==> config.mk <==
export PLATFORM = sky130hd
export DESIGN_NAME = lfu_cache_table
export DESIGN_NICKNAME = d
export VERILOG_FILES = /design/src/rtl/lfu_pkg.sv /design/src/rtl/lfu_cell.sv /design/src/rtl/lfu_cache_table.sv
export SDC_FILE = /design/constraint.sdc
export NUM_CORES = 2
export LEC_CHECK = 0
export BUFFER_PORTS_ARGS = -buffer_cell sky130_fd_sc_hd__buf_2
export CORE_UTILIZATION = 47
export CTS_BUF_LIST = sky130_fd_sc_hd__clkbuf_8
export DETAILED_ROUTE_END_ITERATION = 7
export PLACE_DENSITY = 0.77
export SLEW_MARGIN = 20
export SYNTH_ARGS = -nofsm -noshare
export SYNTH_HDL_FRONTEND = slang
export SYNTH_SLANG_ARGS = --single-unit
==> constraint.sdc <==
create_clock -name clk -period 6.5 [get_ports clk]
set_input_delay 0.65 -clock clk [delete_from_list [all_inputs] [get_ports clk]]
set_output_delay 0.65 -clock clk [all_outputs]
set_load 0.01 [all_outputs]
==> src/rtl/lfu_pkg.sv <==
package lfu_pkg;

	localparam int ENTRIES    = 16;
	localparam int COUNT_BITS = 16;
	localparam int KEY_BITS   = 32;
	localparam int VALUE_BITS = 32;
	localparam int DATA_BITS  = KEY_BITS + VALUE_BITS;
	localparam int CAP_BITS   = 5;
	localparam int CAP_RESET  = 16;
	localparam int IDX_BITS   = (ENTRIES > 1) ? $clog2(ENTRIES) : 1;
	localparam int USED_BITS  = $clog2(ENTRIES + 1);

	localparam logic CMD_GET = 1'b0;
	localparam logic CMD_PUT = 1'b1;

	localparam logic [1:0] OP_NONE   = 2'd0;
	localparam logic [1:0] OP_HIT    = 2'd1;
	localparam logic [1:0] OP_INSERT = 2'd2;

	typedef struct packed {
		logic                  found;
		logic [IDX_BITS-1:0]   found_idx;
		logic [IDX_BITS-1:0]   found_rank;
		logic [VALUE_BITS-1:0] found_value;
		logic [USED_BITS-1:0]  used;
		logic                  best_ok;
		logic [IDX_BITS-1:0]   best_idx;
		logic [IDX_BITS-1:0]   best_rank;
		logic [COUNT_BITS-1:0] best_cnt;
		logic [KEY_BITS-1:0]   best_key;
		logic                  free_ok;
		logic [IDX_BITS-1:0]   free_idx;
	} scan_t;

	typedef struct packed {
		logic [1:0]            op;
		logic [IDX_BITS-1:0]   slot;
		logic [USED_BITS-1:0]  old_rank;
		logic                  wr_value;
		logic [KEY_BITS-1:0]   key;
		logic [VALUE_BITS-1:0] value;
	} upd_t;

endpackage

==> src/rtl/lfu_cell.sv <==
module lfu_cell (
	input  logic                           clk,
	input  logic                           arst_n,
	input  logic [lfu_pkg::IDX_BITS-1:0]   idx,
	input  logic [lfu_pkg::KEY_BITS-1:0]   req_key,
	input  lfu_pkg::scan_t                 scan_in,
	output lfu_pkg::scan_t                 scan_out,
	input  lfu_pkg::upd_t                  upd
);

	localparam int UB = lfu_pkg::USED_BITS;
	localparam int CB = lfu_pkg::COUNT_BITS;

	logic                             valid_q;
	logic [lfu_pkg::KEY_BITS-1:0]     key_q;
	logic [lfu_pkg::VALUE_BITS-1:0]   value_q;
	logic [CB-1:0]                    cnt_q;
	logic [lfu_pkg::IDX_BITS-1:0]     rank_q;
	lfu_pkg::scan_t                   scan_q;
	lfu_pkg::scan_t                   scan_nxt;
	logic [UB-1:0]                    rank_ext;
	logic                             is_slot;

	assign rank_ext = UB'(rank_q);
	assign is_slot  = (upd.slot == idx);
	assign scan_out = scan_q;

	always_comb begin
		scan_nxt = scan_in;
		if (valid_q) begin
			scan_nxt.used = scan_in.used + 1'b1;
		end
		if (valid_q && key_q == req_key && !scan_in.found) begin
			scan_nxt.found       = 1'b1;
			scan_nxt.found_idx   = idx;
			scan_nxt.found_rank  = rank_q;
			scan_nxt.found_value = value_q;
		end
		if (valid_q && (!scan_in.best_ok || cnt_q < scan_in.best_cnt ||
				(cnt_q == scan_in.best_cnt && rank_q > scan_in.best_rank))) begin
			scan_nxt.best_ok   = 1'b1;
			scan_nxt.best_idx  = idx;
			scan_nxt.best_rank = rank_q;
			scan_nxt.best_cnt  = cnt_q;
			scan_nxt.best_key  = key_q;
		end
		if (!valid_q && !scan_in.free_ok) begin
			scan_nxt.free_ok  = 1'b1;
			scan_nxt.free_idx = idx;
		end
	end

	always_ff @(posedge clk) begin
		scan_q <= scan_nxt;
	end

	always_ff @(posedge clk or negedge arst_n) begin
		if (!arst_n) begin
			valid_q <= 1'b0;
		end else if (upd.op == lfu_pkg::OP_INSERT && is_slot) begin
			valid_q <= 1'b1;
		end
	end

	always_ff @(posedge clk) begin
		case (upd.op)
			lfu_pkg::OP_HIT: begin
				if (is_slot) begin
					rank_q <= '0;
					if (cnt_q != {CB{1'b1}}) begin
						cnt_q <= cnt_q + 1'b1;
					end
					if (upd.wr_value) begin
						value_q <= upd.value;
					end
				end else if (valid_q && rank_ext < upd.old_rank) begin
					rank_q <= rank_q + 1'b1;
				end
			end
			lfu_pkg::OP_INSERT: begin
				if (is_slot) begin
					rank_q  <= '0;
					cnt_q   <= CB'(1);
					key_q   <= upd.key;
					value_q <= upd.value;
				end else if (valid_q && rank_ext < upd.old_rank) begin
					rank_q <= rank_q + 1'b1;
				end
			end
			default: begin
			end
		endcase
	end

endmodule

==> src/rtl/lfu_cache_table.sv <==
// A request is accepted only in the idle state; it is then scanned and committed before the next one.
// The commit waits while the output register holds a result that has not been taken.
// The scan walks the row of cells one cell per cycle.
// A result may wait in the output register while the next request is accepted.
// Reset clears all valid marks, sets capacity to 16 and empties the output register.
module lfu_cache_table (
	input  logic                            clk,
	input  logic                            arst_n,
	input  logic                            cfg_wen,
	input  logic [lfu_pkg::CAP_BITS-1:0]    cfg_wdata,
	input  logic                            s_tvalid,
	output logic                            s_tready,
	input  logic [lfu_pkg::DATA_BITS-1:0]   s_tdata,  // key, value
	input  logic                            s_tuser,  // cmd
	output logic                            m_tvalid,
	input  logic                            m_tready,
	output logic [lfu_pkg::DATA_BITS-1:0]   m_tdata,  // read_value, evicted_key
	output logic [1:0]                      m_tuser   // hit, evicted
);

	localparam int UB = lfu_pkg::USED_BITS;
	localparam int IB = lfu_pkg::IDX_BITS;
	localparam int KB = lfu_pkg::KEY_BITS;
	localparam int VB = lfu_pkg::VALUE_BITS;
	localparam int NE = lfu_pkg::ENTRIES;

	localparam logic [1:0] ST_IDLE   = 2'd0;
	localparam logic [1:0] ST_SCAN   = 2'd1;
	localparam logic [1:0] ST_COMMIT = 2'd2;

	logic [1:0]                     state_q;
	logic [IB-1:0]                  cnt_q;
	logic [lfu_pkg::CAP_BITS-1:0]   cap_q;
	logic                           req_cmd_q;
	logic [KB-1:0]                  req_key_q;
	logic [VB-1:0]                  req_value_q;
	logic                           m_tvalid_q;
	logic                           hit_q;
	logic                           evicted_q;
	logic [VB-1:0]                  read_value_q;
	logic [KB-1:0]                  evicted_key_q;

	lfu_pkg::scan_t                 scan_chain [NE+1];
	lfu_pkg::scan_t                 tail;
	lfu_pkg::upd_t                  upd_c;
	lfu_pkg::upd_t                  upd_bus;
	logic                           res_hit;
	logic                           res_ev;
	logic [VB-1:0]                  res_rd;
	logic [KB-1:0]                  res_evk;
	logic [31:0]                    cap_w;
	logic [31:0]                    used_w;
	logic                           out_free;
	logic                           fire;

	assign scan_chain[0] = '0;
	assign tail          = scan_chain[NE];

	for (genvar i = 0; i < NE; i++) begin : g_cell
		lfu_cell u_cell (
			.clk      (clk),
			.arst_n   (arst_n),
			.idx      (IB'(i)),
			.req_key  (req_key_q),
			.scan_in  (scan_chain[i]),
			.scan_out (scan_chain[i+1]),
			.upd      (upd_bus)
		);
	end

	assign out_free = !m_tvalid_q || m_tready;
	assign fire     = (state_q == ST_COMMIT) && out_free;
	assign s_tready = (state_q == ST_IDLE);

	always_comb begin
		cap_w = 32'(cap_q);
		if (cap_w == 32'd0) begin
			cap_w = 32'd1;
		end
		if (cap_w > 32'(NE)) begin
			cap_w = 32'(NE);
		end
		used_w = 32'(tail.used);

		upd_c          = '0;
		upd_c.op       = lfu_pkg::OP_NONE;
		upd_c.key      = req_key_q;
		upd_c.value    = req_value_q;
		upd_c.wr_value = (req_cmd_q == lfu_pkg::CMD_PUT);
		res_hit        = 1'b0;
		res_ev         = 1'b0;
		res_rd         = '1;
		res_evk        = '0;

		if (tail.found) begin
			upd_c.op       = lfu_pkg::OP_HIT;
			upd_c.slot     = tail.found_idx;
			upd_c.old_rank = UB'(tail.found_rank);
			res_hit        = 1'b1;
			if (req_cmd_q == lfu_pkg::CMD_GET) begin
				res_rd = tail.found_value;
			end
		end else if (req_cmd_q == lfu_pkg::CMD_PUT) begin
			if (used_w >= cap_w && tail.best_ok) begin
				upd_c.op       = lfu_pkg::OP_INSERT;
				upd_c.slot     = tail.best_idx;
				upd_c.old_rank = UB'(tail.best_rank);
				res_ev         = 1'b1;
				res_evk        = tail.best_key;
			end else if (tail.free_ok) begin
				upd_c.op       = lfu_pkg::OP_INSERT;
				upd_c.slot     = tail.free_idx;
				upd_c.old_rank = tail.used;
			end
		end

		upd_bus = upd_c;
		if (!fire) begin
			upd_bus.op = lfu_pkg::OP_NONE;
		end
	end

	always_ff @(posedge clk or negedge arst_n) begin
		if (!arst_n) begin
			state_q <= ST_IDLE;
			cnt_q   <= '0;
		end else begin
			case (state_q)
				ST_IDLE: begin
					if (s_tvalid) begin
						state_q <= ST_SCAN;
						cnt_q   <= '0;
					end
				end
				ST_SCAN: begin
					cnt_q <= cnt_q + 1'b1;
					if (cnt_q == IB'(NE - 1)) begin
						state_q <= ST_COMMIT;
					end
				end
				ST_COMMIT: begin
					if (out_free) begin
						state_q <= ST_IDLE;
					end
				end
				default: begin
					state_q <= ST_IDLE;
				end
			endcase
		end
	end

	always_ff @(posedge clk) begin
		if (s_tvalid && s_tready) begin
			req_cmd_q   <= s_tuser;
			req_key_q   <= s_tdata[KB-1:0];
			req_value_q <= s_tdata[KB+VB-1:KB];
		end
	end

	always_ff @(posedge clk or negedge arst_n) begin
		if (!arst_n) begin
			cap_q <= lfu_pkg::CAP_BITS'(lfu_pkg::CAP_RESET);
		end else if (cfg_wen) begin
			cap_q <= cfg_wdata;
		end
	end

	always_ff @(posedge clk or negedge arst_n) begin
		if (!arst_n) begin
			m_tvalid_q <= 1'b0;
		end else if (fire) begin
			m_tvalid_q <= 1'b1;
		end else if (m_tready) begin
			m_tvalid_q <= 1'b0;
		end
	end

	always_ff @(posedge clk) begin
		if (fire) begin
			hit_q         <= res_hit;
			evicted_q     <= res_ev;
			read_value_q  <= res_rd;
			evicted_key_q <= res_evk;
		end
	end

	assign m_tvalid = m_tvalid_q;
	assign m_tdata  = {evicted_key_q, read_value_q};
	assign m_tuser  = {evicted_q, hit_q};

`ifndef SYNTHESIS
	a_accept_starts_scan: assert property (@(posedge clk) disable iff (!arst_n)
		(s_tvalid && s_tready) |=> (state_q == ST_SCAN && cnt_q == '0))
		else $error("accepted request did not start a scan");

	a_hit_not_evict: assert property (@(posedge clk) disable iff (!arst_n)
		m_tvalid |-> !(m_tuser[0] && m_tuser[1]))
		else $error("result reports both a hit and an eviction");

	a_evk_zero: assert property (@(posedge clk) disable iff (!arst_n)
		(m_tvalid && !m_tuser[1]) |-> (m_tdata[lfu_pkg::DATA_BITS-1:VB] == '0))
		else $error("evicted key is not zero without an eviction");
`endif

endmodule

==> key figures <==
Global routing
  – Total Routing Usage GR: 22.5%
  – First-pass GRT wire length: 436 mm
  – Vias in the first global route: 70641
  – Total grt overflow: 0
  – Largest net degree at the start of global routing: 104
  – Initial antenna violation count: 14

Logic synthesis
  – Post-synth ARST share: 0.886%
  – Synth top area share: 37.0%
  – Sequential area share after synthesis: 65.3%
  – Main flop type after synthesis: dfxtp_1
  – Most common cell in the netlist: dfxtp_1
  – Synth warnings: 0
  – Post-synth net total: 8856
  – Synth area leader: edfxtp_1
  – Mapped Avg Cell Area: 14.3 sq um
  – Post-synth EDFFs: 1475
  – Mapped Area: 120000 sq um
  – Synth top area cells: edfxtp_1 (37%), dfxtp_1 (28%), mux2_2 (12%)
  – Top post-synthesis cells by count: dfxtp_1 (1656), edfxtp_1 (1475), mux2_2 (1249)
  – Yosys cell types: 78
  – Cells after synthesis: 8381
  – Synthesis-stage register bit count: 3159

Detailed routing
  – Metal3 WL: 22.0 mm
  – Routed vias: 68623
  – DR iter-0 viols: 6203
  – Met2 WL: 136 mm
  – DRC violations left: 0
  – DRT met1 WL: 126 mm
  – 1st-pass router iterations: 7
  – DR top layer: met5
  – Final wirelength: 293 mm
  – Number of vias per cell: 5.41
  – Number of routed nets with antenna violations: 0
  – Routed wire per std cell: 23.1 microns

Timing
  – Fin crit share: 67.4%
  – Setup TNS Final: 0 ns
  – Max transition margin: 21.3%
  – Worst Tran Pin Value: 1.18 ns
  – F_max: 0.228 GHz
  – RSZ-0062 raised after global routing: no
  – Final setup violation count: 0
  – Setup Skew: 0.118 ns
  – Final Hold Fails: 0
  – Final min period: 4.38 ns
  – Slew Viols, Final: 0

Critical path
  – CP Cell Sequence: inv_1 -> ha_1 -> a21oi_1 -> o211ai_1 -> a21oi_2 -> a32o_1 -> o21a_1 -> nand2_1 -> nor2_4
  – Reg2reg start: cap_q[4]
  – Worst setup path class: register to register
  – Worst setup EP type: register
  – Worst EP arrival: 5.02 ns
  – Worst Setup SP: cap_q[4]
  – Critical Path Fanout Max: 32
  – Required @ worst endpoint: 7.14 ns
  – R2R Setup Slk: 2.12 ns
  – Crit-path max cell delay: 0.89 ns
  – Reg-to-reg endpoint: g_cell[14].u_cell.value_q[28]
  – Setup crit end: g_cell[14].u_cell.value_q[28]
  – Critical path's slowest cell: nor2_4
  – Critical Path Source Type: register
  – Reg2Reg Depth: 9

Final layout
  – Share of cells above drive strength 1: 25.5%
  – Area grow syn2layout: 12.6%
  – Fill count: 20199
  – Post-Layout Cell Count: 12679
  – Fin nets: 9408
  – FF/Latch Area: 78100 sq um
  – Multi-input logic area: 39000 sq um

Pwr
  – Leakage: 52.8 nW
  – Maximum VDD drop: 0.000305 V
  – Power density cells: 303 nW/um^2
  – Design Power: 40.9 mW

Clocking
  – Clock root buffer: clkbuf_8
  – Post-CTS setup repair buffer count: 0
  – Worst skew pair latency: 1.13 ns
  – Clk sinks: 3159
  – Clk slew on worst S/H paths: 0.06 ns
  – CTS tree: yes
  – Number of gates resized after CTS: 0
  – H-tree lvl count: 5
  – TritonCTS buffer count: 473
  – Maximum clock insertion buffer count: 4

Placed design
  – Number of port buffers: 142
  – # placed instances: 11729
  – Post-DP HPWL: 193 mm
  – Global placer's final weighted congestion: 0.883

Die
  – Die footprint: 257000 sq um
  – Core box area: 252000 sq um
  – Row cnt: 184
  – Starting density of the core: 47.4%
  – Die extent in x: 507 microns
  – Die height: 507 microns
  – Ports: 143

Worst hold path
  – Hold crit path type: primary input to register
  – Hold Crit Depth: 3

Outcome
  – Status: finished, final reports clean

Flow run
  – Max_cap viols: 0
[worst min-delay path by stage]
stage	from	slack [ns]	endpoint
3_5_place_dp	g_cell[4].u_cell.scan_out[57]	0.40	g_cell[5].u_cell.scan_out[57]
4_1_cts	cfg_wdata[4]	0.03	cap_q[4]
5_1_grt	cfg_wdata[4]	0.11	cap_q[4]
3_3_place_gp	g_cell[2].u_cell.scan_out[58]	0.39	g_cell[3].u_cell.scan_out[58]
2_1_floorplan	arst_n	0.35	cap_q[0]
6_report	cfg_wdata[4]	0.15	cap_q[4]
[worst max-delay path: cells and delay by family, from the launching register on]
family	cells	cell delay (ns)
flip-flops	1	0.53
AND/OR/NAND/NOR	2	1.24
AO/OA/AOI/OAI	5	1.70
adder cells (fa/ha/maj)	1	0.34
buffers and inverters	1	0.08
[logic make-up after synthesis]
family	share of synthesized area [%]
flip-flops	65.3
adder cells (fa/ha/maj)	4.18
AND/OR/NAND/NOR	7.41
buffers and inverters	2.47
AO/OA/AOI/OAI	2.35
XOR/XNOR	5.83
multiplexers	12.5
[routing by layer]
layer | up-vias | global-route usage, %
met5 | - | 0
met4 | 6 | 7.78
met3 | 551 | 3.99
met2 | 2582 | 36.0
met1 | 34468 | 30.6
li1 | 31016 | -
[report_power, final]
group	total, mW	switching (mW)	internal, mW
Combinational	2.79	1.72	1.07
Clock	15.9	7.46	8.43
Sequential	22.2	0.586	21.6
[placed cells by master (no fill, tap or decap), types with 142 or more instances in the layout]
cell and n:
dfxtp_1 1656, xor2_1 569, ha_1 400, xnor2_1 227, nand2_1 180, buf_2 142
inv_1 552, nand3_1 179, clkbuf_8 574, mux2_2 1249, nor2_1 357, edfxtp_1 1475
[layout make-up]
type / instances / area share [%]
flip-flops and latches: 3159 / 58.0
inverters: 342 / 0.953
repair buffers: 363 / 1.97
diodes: 4 / 0.00743
clock buffers: 574 / 5.86
well taps: 3348 / 3.11
multi-input cells: 4594 / 29.0
clock inverters: 295 / 1.13
[state kept, by name (all words and copies together), names as in the netlist, 32 cells and up]
register,count
g_cell.u_cell.scan_out,1656
g_cell.u_cell.key_q,512
g_cell.u_cell.value_q,512
g_cell.u_cell.cnt_q,256
g_cell.u_cell.rank_q,64
evicted_key_q,32
read_value_q,32
req_key_q,32
req_value_q,32
[through the flow]
step | utilization (%) | setup slack [ns] | hold slack, ns | instance area, sq um
global placement | 49.3 | 1.85 | 0.393 | 124000
detailed placement | 49.3 | 1.68 | 0.397 | 124000
floorplan | - | 0.530 | 0.345 | 120000
CTS | 53.4 | 1.57 | 0.0290 | 135000
finish | 53.4 | 2.12 | 0.148 | 135000
global route | 53.4 | 1.86 | 0.106 | 135000
[repair_timing]
action | CTS | global route
hold endpoints to repair | 103 | 0
setup endpoints to repair | 0 | 0
hold buffers | 73 | 0
(Power assumes the default switching activity.)
